===== config.mk =====
export PLATFORM = sky130hd
export DESIGN_NAME = sibt_sqrt_pipe
export DESIGN_NICKNAME = d
export VERILOG_FILES = /design/src/design/sibt_sqrt_pipe.sv
export SDC_FILE = /design/constraint.sdc
export NUM_CORES = 2
export LEC_CHECK = 0
export BUFFER_PORTS_ARGS = -buffer_cell sky130_fd_sc_hd__clkbuf_2
export CAP_MARGIN = 20
export CORE_MARGIN = 4
export CORE_UTILIZATION = 54
export CTS_CLUSTER_SIZE = 16
export DETAILED_ROUTE_END_ITERATION = 7
export PLACE_DENSITY = 0.7
export SYNTH_ARGS = -nofsm -noshare
export SYNTH_HDL_FRONTEND = slang
export SYNTH_SLANG_ARGS = --single-unit

===== constraint.sdc =====
create_clock -name clk -period 4.2 [get_ports clk]
set_input_delay 0.63 -clock clk [delete_from_list [all_inputs] [get_ports clk]]
set_output_delay 0.63 -clock clk [all_outputs]
set_load 0.01 [all_outputs]

===== src/design/sibt_sqrt_pipe.sv =====
// pipelined floor square root, one result bit per stage, with side data alongside
// depends on nothing
module sibt_sqrt_pipe #(
    parameter int unsigned RW     = 34,
    parameter int unsigned SIDE_W = 1
) (
    input  logic              clk,
    input  logic              rst_n,
    input  logic              en,
    input  logic              in_valid,
    input  logic [2*RW-1:0]   rad,
    input  logic [SIDE_W-1:0] side_in,
    output logic              out_valid,
    output logic [RW-1:0]     root,
    output logic [SIDE_W-1:0] side_out
);
    logic              v_reg    [RW+1];
    logic [2*RW-1:0]   rad_reg  [RW+1];
    logic [RW+1:0]     rem_reg  [RW+1];
    logic [RW-1:0]     root_reg [RW+1];
    logic [SIDE_W-1:0] side_reg [RW+1];

    // stage zero is the input itself
    always_comb
    begin
        v_reg[0]    = in_valid;
        rad_reg[0]  = rad;
        rem_reg[0]  = '0;
        root_reg[0] = '0;
        side_reg[0] = side_in;
    end

    for (genvar s = 0; s < RW; s++)
    begin : g_stage
        logic [RW+1:0] r2;
        logic [RW+1:0] trial;

        // bring down two radicand bits and try the next root bit
        always_comb
        begin
            r2    = {rem_reg[s][RW-1:0], rad_reg[s][2*RW-1 -: 2]};
            trial = {root_reg[s], 2'b01};
        end

        always_ff @(posedge clk or negedge rst_n)
        begin
            if (!rst_n)
            begin
                v_reg[s+1] <= 1'b0;
            end
            else if (en)
            begin
                v_reg[s+1] <= v_reg[s];
            end
        end

        always_ff @(posedge clk)
        begin
            if (en)
            begin
                rad_reg[s+1]  <= rad_reg[s] << 2;
                side_reg[s+1] <= side_reg[s];
                if (r2 >= trial)
                begin
                    rem_reg[s+1]  <= r2 - trial;
                    root_reg[s+1] <= {root_reg[s][RW-2:0], 1'b1};
                end
                else
                begin
                    rem_reg[s+1]  <= r2;
                    root_reg[s+1] <= {root_reg[s][RW-2:0], 1'b0};
                end
            end
        end
    end

    assign out_valid = v_reg[RW];
    assign root      = root_reg[RW];
    assign side_out  = side_reg[RW];

endmodule

== Word-level counts from Yosys, hierarchy flattened ==
Index checks and enable logic that the tools add are counted.
W data, S select, Z words.

* Multiplexer cells: 67
* $add $sub $neg: 33
* Order comparisons: 34

{| class="wikitable"
|+ Operators by type and width
! kind !! number
|-
| $mux W34 || 32
|-
| $ge A36 B10 Y1 || 1
|-
| $ge A36 B11 Y1 || 1
|-
| $ge A36 B12 Y1 || 1
|-
| $ge A36 B13 Y1 || 1
|-
| $ge A36 B14 Y1 || 1
|-
| $ge A36 B15 Y1 || 1
|-
| $ge A36 B16 Y1 || 1
|-
| $ge A36 B17 Y1 || 1
|-
| $ge A36 B18 Y1 || 1
|-
| $ge A36 B19 Y1 || 1
|-
| $ge A36 B20 Y1 || 1
|-
| $ge A36 B21 Y1 || 1
|-
| $ge A36 B22 Y1 || 1
|-
| $ge A36 B23 Y1 || 1
|-
| $ge A36 B24 Y1 || 1
|-
| $ge A36 B25 Y1 || 1
|-
| $ge A36 B26 Y1 || 1
|-
| $ge A36 B27 Y1 || 1
|-
| $ge A36 B28 Y1 || 1
|-
| $ge A36 B29 Y1 || 1
|-
| $ge A36 B3 Y1 || 1
|-
| $ge A36 B30 Y1 || 1
|-
| $ge A36 B31 Y1 || 1
|-
| 46 further kinds || 79
|}

* Register bits: 2876
* Logic and storage cells: 303

== Longest topological paths before layout ==
* Word-level depth: 2
* Mapped depth: 15
* Gate-level depth less buffers: 13

== Worst setup path after synthesis ==
OpenSTA, ideal clock, no wires.

* Path kind: reg2reg
* Start point: register rem_reg, in the netlist g_stage[8].r2[24]
* End point: register rem_reg, in the netlist g_stage[9].r2[21] (data pin)
* Stages on the path, launching flop included: 13
* Clock period less this slack: 3764 ps
* Data arrival time: 3499 ps
* Setup slack: 436 ps
* Required time: 3934 ps
* Buffers on the path: 1
* Path through: edfxtp_1 > or4_4 > or4_4 > or3_1 > or3_1 > or4_1 > nor3_1 > and3_2 > inv_2 > o211ai_2 > buf_6 > nor3_1 > xor2_1

* Longest elaborated chain between the ends: 2

{| class="wikitable"
|+ RTL lines
! element !! line !! source
|-
| start: declaration || 19 || <nowiki>logic [RW+1:0] rem_reg [RW+1];</nowiki>
|-
| start signal: indexed assignment || 65 || <nowiki>rem_reg[s+1] <= r2 - trial;</nowiki>
|-
| start signal: indexed assignment || 70 || <nowiki>rem_reg[s+1] <= r2;</nowiki>
|-
| $ge A36 B10 Y1 || 63 || <nowiki>if (r2 >= trial)</nowiki>
|-
| $mux W34 || 63 ||
|}

No other way between the ends.
A chain may end at the register's enable or synchronous reset.

== Worst setup path after layout ==
* Start point: register rem_reg, in the netlist g_stage[8].r2[24]
* End point: register rem_reg, in the netlist g_stage[9].r2[27] (data pin)

* Longest elaborated chain between the ends: 2

{| class="wikitable"
|+ RTL lines
! element !! line
|-
| $sub A34 B10 Y34 / $ge A36 B10 Y1 (equally long branches) || 65, 63
|-
| $mux W34 * || 63
|}

Mark *: on every way between the ends. The rest lies on a longest branch, timed or not.

==> results by group <==
Critical path
  • Crit end category: register
  • Crit path max fanout: 12
  • CP Class: reg -> reg
  • Reg2reg path depth: 11
  • RR Startpoint: g_stage[8].r2[24]
  • Critical Path RT: 4.83 ns
  • Critical path arrival: 4.71 ns
  • Crit path to: g_stage[9].r2[27]
  • CP Launch Point: g_stage[8].r2[24]
  • Crit start category: register
  • Worst R2R End: g_stage[9].r2[27]
  • Worst R2R Setup Slack: 0.12 ns

Clock network
  • TritonCTS Sinks: 2842
  • Setup bufs post-CTS: 0
  • H-Tree Depth: 5
  • Reg clk slew, reported paths: 0.06 ns
  • TritonCTS Buffers: 312
  • CTS max path bufs: 4
  • Clock tree from TritonCTS: built
  • Worst-Skew Late Latency: 0.93 ns
  • Root Buffer Master: clkbuf_16

Power
  • PwrDens: 562 nW/um^2
  • Peak supply drop: 0.000574 V
  • Static leakage: 56.7 nW
  • Final Power: 82.6 mW

Timing
  • RSZ-0062 raised after global routing: false
  • Period minus WS final: 4.08 ns
  • Final hold vios: 0
  • Fin worst setup slack: 0.122 ns
  • Setup TNS Final: 0 ns
  • Final Slew Violations: 0
  • Slew @ Worst Pin: 0.861 ns
  • Peak Freq: 245 MHz
  • Fin crit share: 97.1%
  • Slew HR: 42.6%
  • Final setup fails: 0
  • Max Clock Skew: 0.0664 ns

Synthesis
  • Main combinational cell family by area after synthesis: compound AO/OA/AOI/OAI gates
  • Yosys warns: 0
  • Post-Syn Instances: 10000
  • Post-Synth Simple-Gate Area: 9.31%
  • Post-synth EDFFs: 2808
  • Yosys cell types: 93
  • Multiplexer share of the synthesized area: 1.08%
  • FF+latch count, synth: 2842
  • Post-Synth XOR/XNOR Area: 5.96%
  • Synth Area in Compound Gates: 9.62%
  • Synth Area per Inst: 13.1 sq um
  • Synthesized area: 131000 sq um
  • Sequential area share after synthesis: 65.1%
  • Synthesized-area fraction occupied by adder cells: 6.06%
  • Area share of the leading cell type in the synthesized netlist: 64.4%
  • Area leader, netlist: edfxtp_1
  • Ys async rst share: 1.20%
  • Net Count, Synth: 10700
  • Top cells by area, synth: edfxtp_1 (64%), ha_1 (6.1%), xor2_1 (3.1%)
  • Predominant post-synthesis flop cell: edfxtp_1

Global routing
  • Initial antenna violation count: 2
  • Total gr overflow: 0
  • First-pass GRT wire length: 416 mm
  • Vias in the first global route: 77500
  • Largest net degree at the start of global routing: 166
  • All-layer global routing usage: 20.6%

Drt
  • Initial drt markers: 6452
  • Initial DRT Pass Iterations: 8
  • Total Wirelength: 261 mm
  • Wire per inst: 18.8 microns
  • Vias: 78600
  • Antenna Nets Post-Route: 0
  • Vias per Instance: 5.66
  • DRC Markers: 0

Floorplanning
  • Die area: 250000 sq um
  • Starting Density: 54.3%
  • Rows: 180
  • IO Count: 109
  • Die X: 500 microns
  • Die H: 500 microns
  • Core ar.: 241000 sq um

Placement
  • Routability-driven placement congestion ratio: 0.910
  • DP Cell Count: 13300
  • DP HPWL: 186 mm
  • DP Worst Slack: 0.146 ns
  • # port buffers: 108

Hold path
  • HP Class: in -> reg
  • Critical hold path startpoint: en

Layout
  • Layout area overhead: 12.4%
  • Max reg flops: 1123
  • Final Core Density: 61.1%
  • Most frequent cells in the layout: edfxtp_1 (2808), inv_1 (794), nand2_1 (695)
  • Fillers: 18200
  • Final Non-Filler Cells: 13900
  • Proportion of layout cells with a drive suffix above 1: 8.64%
  • Final layout net count: 11200
  • Commonest non-fill, non-tap cell in the layout: edfxtp_1

Status
  • Status: finished, final reports clean

Job
  • Max_cap viols: 0
## worst min path at each step
stage | end | slack (ns) | cells past startpoint
after floorplan | out_valid | 0.33 | 0
after global placement | side_reg[26] | 0.40 | 0
after detailed placement | g_stage[17].r2[1] | 0.40 | 0
after CTS | rad_reg[1596] | 0.19 | 1
after global routing | rad_reg[1596] | 0.21 | 1
final | rad_reg[1596] | 0.27 | 1
## cell usage after synthesis (20+ instances only)
| library cell | instances |
|---|---|
| edfxtp_1 | 2808 |
| inv_1 | 794 |
| nand2_1 | 695 |
| ha_1 | 634 |
| a21oi_1 | 631 |
| nor2_1 | 591 |
| o21ai_0 | 550 |
| xor2_1 | 458 |
| xnor2_1 | 432 |
| a21o_1 | 272 |
| nor3_1 | 234 |
| clkbuf_1 | 175 |
| nand3_1 | 157 |
| nor4_1 | 121 |
| nand2b_1 | 120 |
| mux2_2 | 117 |
| o21a_1 | 110 |
| nand4_1 | 94 |
| nor2b_1 | 94 |
| or3_1 | 87 |
| o31ai_1 | 59 |
| or4_1 | 59 |
| a31oi_1 | 53 |
| or2_2 | 52 |
| and3_1 | 51 |
| o21bai_1 | 49 |
| a211oi_1 | 46 |
| and2_1 | 38 |
| dfrtp_1 | 34 |
| o211ai_1 | 31 |
| a2111oi_0 | 27 |
| a21boi_0 | 25 |
| nand3b_1 | 20 |
## repair_timing
action	in CTS	in global routing
endpoints found under the hold margin	105	0
setup endpoints to repair	0	1
gates resized for setup	0	1
hold buffers	72	0
## power breakdown
part | total [mW] | leakage, nW | switching (mW) | internal, mW
Sequential | 38.5 | 27.5 | 2.42 | 36.1
Clock | 26.5 | 4.82 | 10.6 | 15.9
Combinational | 17.6 | 24.4 | 10.1 | 7.49
## logic make-up after synthesis
family / count (synthesis)
flip-flops: 2842
AND/OR/NAND/NOR: 2491
AO/OA/AOI/OAI: 2042
buffers and inverters: 993
XOR/XNOR: 890
adder cells (fa/ha/maj): 634
multiplexers: 127
other: 1
## cell type report
type                    count  area [sq um]  area share, %
flip-flops and latches   2842         85200           57.9
multi-input cells        6185         42000           28.6
clock buffers             378          8250           5.61
well taps                3185          3990           2.71
inverters                 796          2990           2.03
repair buffers            343          2940           2.00
clock inverters           164          1660           1.13
diodes                      3          7.51        0.00511
## worst max-delay path, cell delays in order, from the launching register on
cell and delay (ns):
edfxtp_1 0.42, or4_4 0.57, or4_4 0.44, or3_1 0.34, or3_1 0.35, or4_1 0.56, nor3_1 0.29, and3_2 0.24
inv_2 0.06, o211ai_2 0.22, nor3_1 0.15, xor2_1 0.18
## metrics by stage
stage          hold slack, ns  cell area, sq um
5_1_grt                 0.209            147000
6_report                0.266            147000
3_3_place_gp            0.400            136000
2_1_floorplan           0.334            131000
4_1_cts                 0.194            147000
3_5_place_dp            0.405            136000
## metal layers
layer | track usage [%] | wire, microns | vias to the layer above
met2 | 35.1 | 128000 | 1984
met1 | 27.5 | 113000 | 38100
met5 | 0 | 0 | -
li1 | - | - | 38000
met4 | 7.03 | 9090 | 0
met3 | 2.50 | 10800 | 603
No activity file was read; power rests on OpenSTA's default activity.
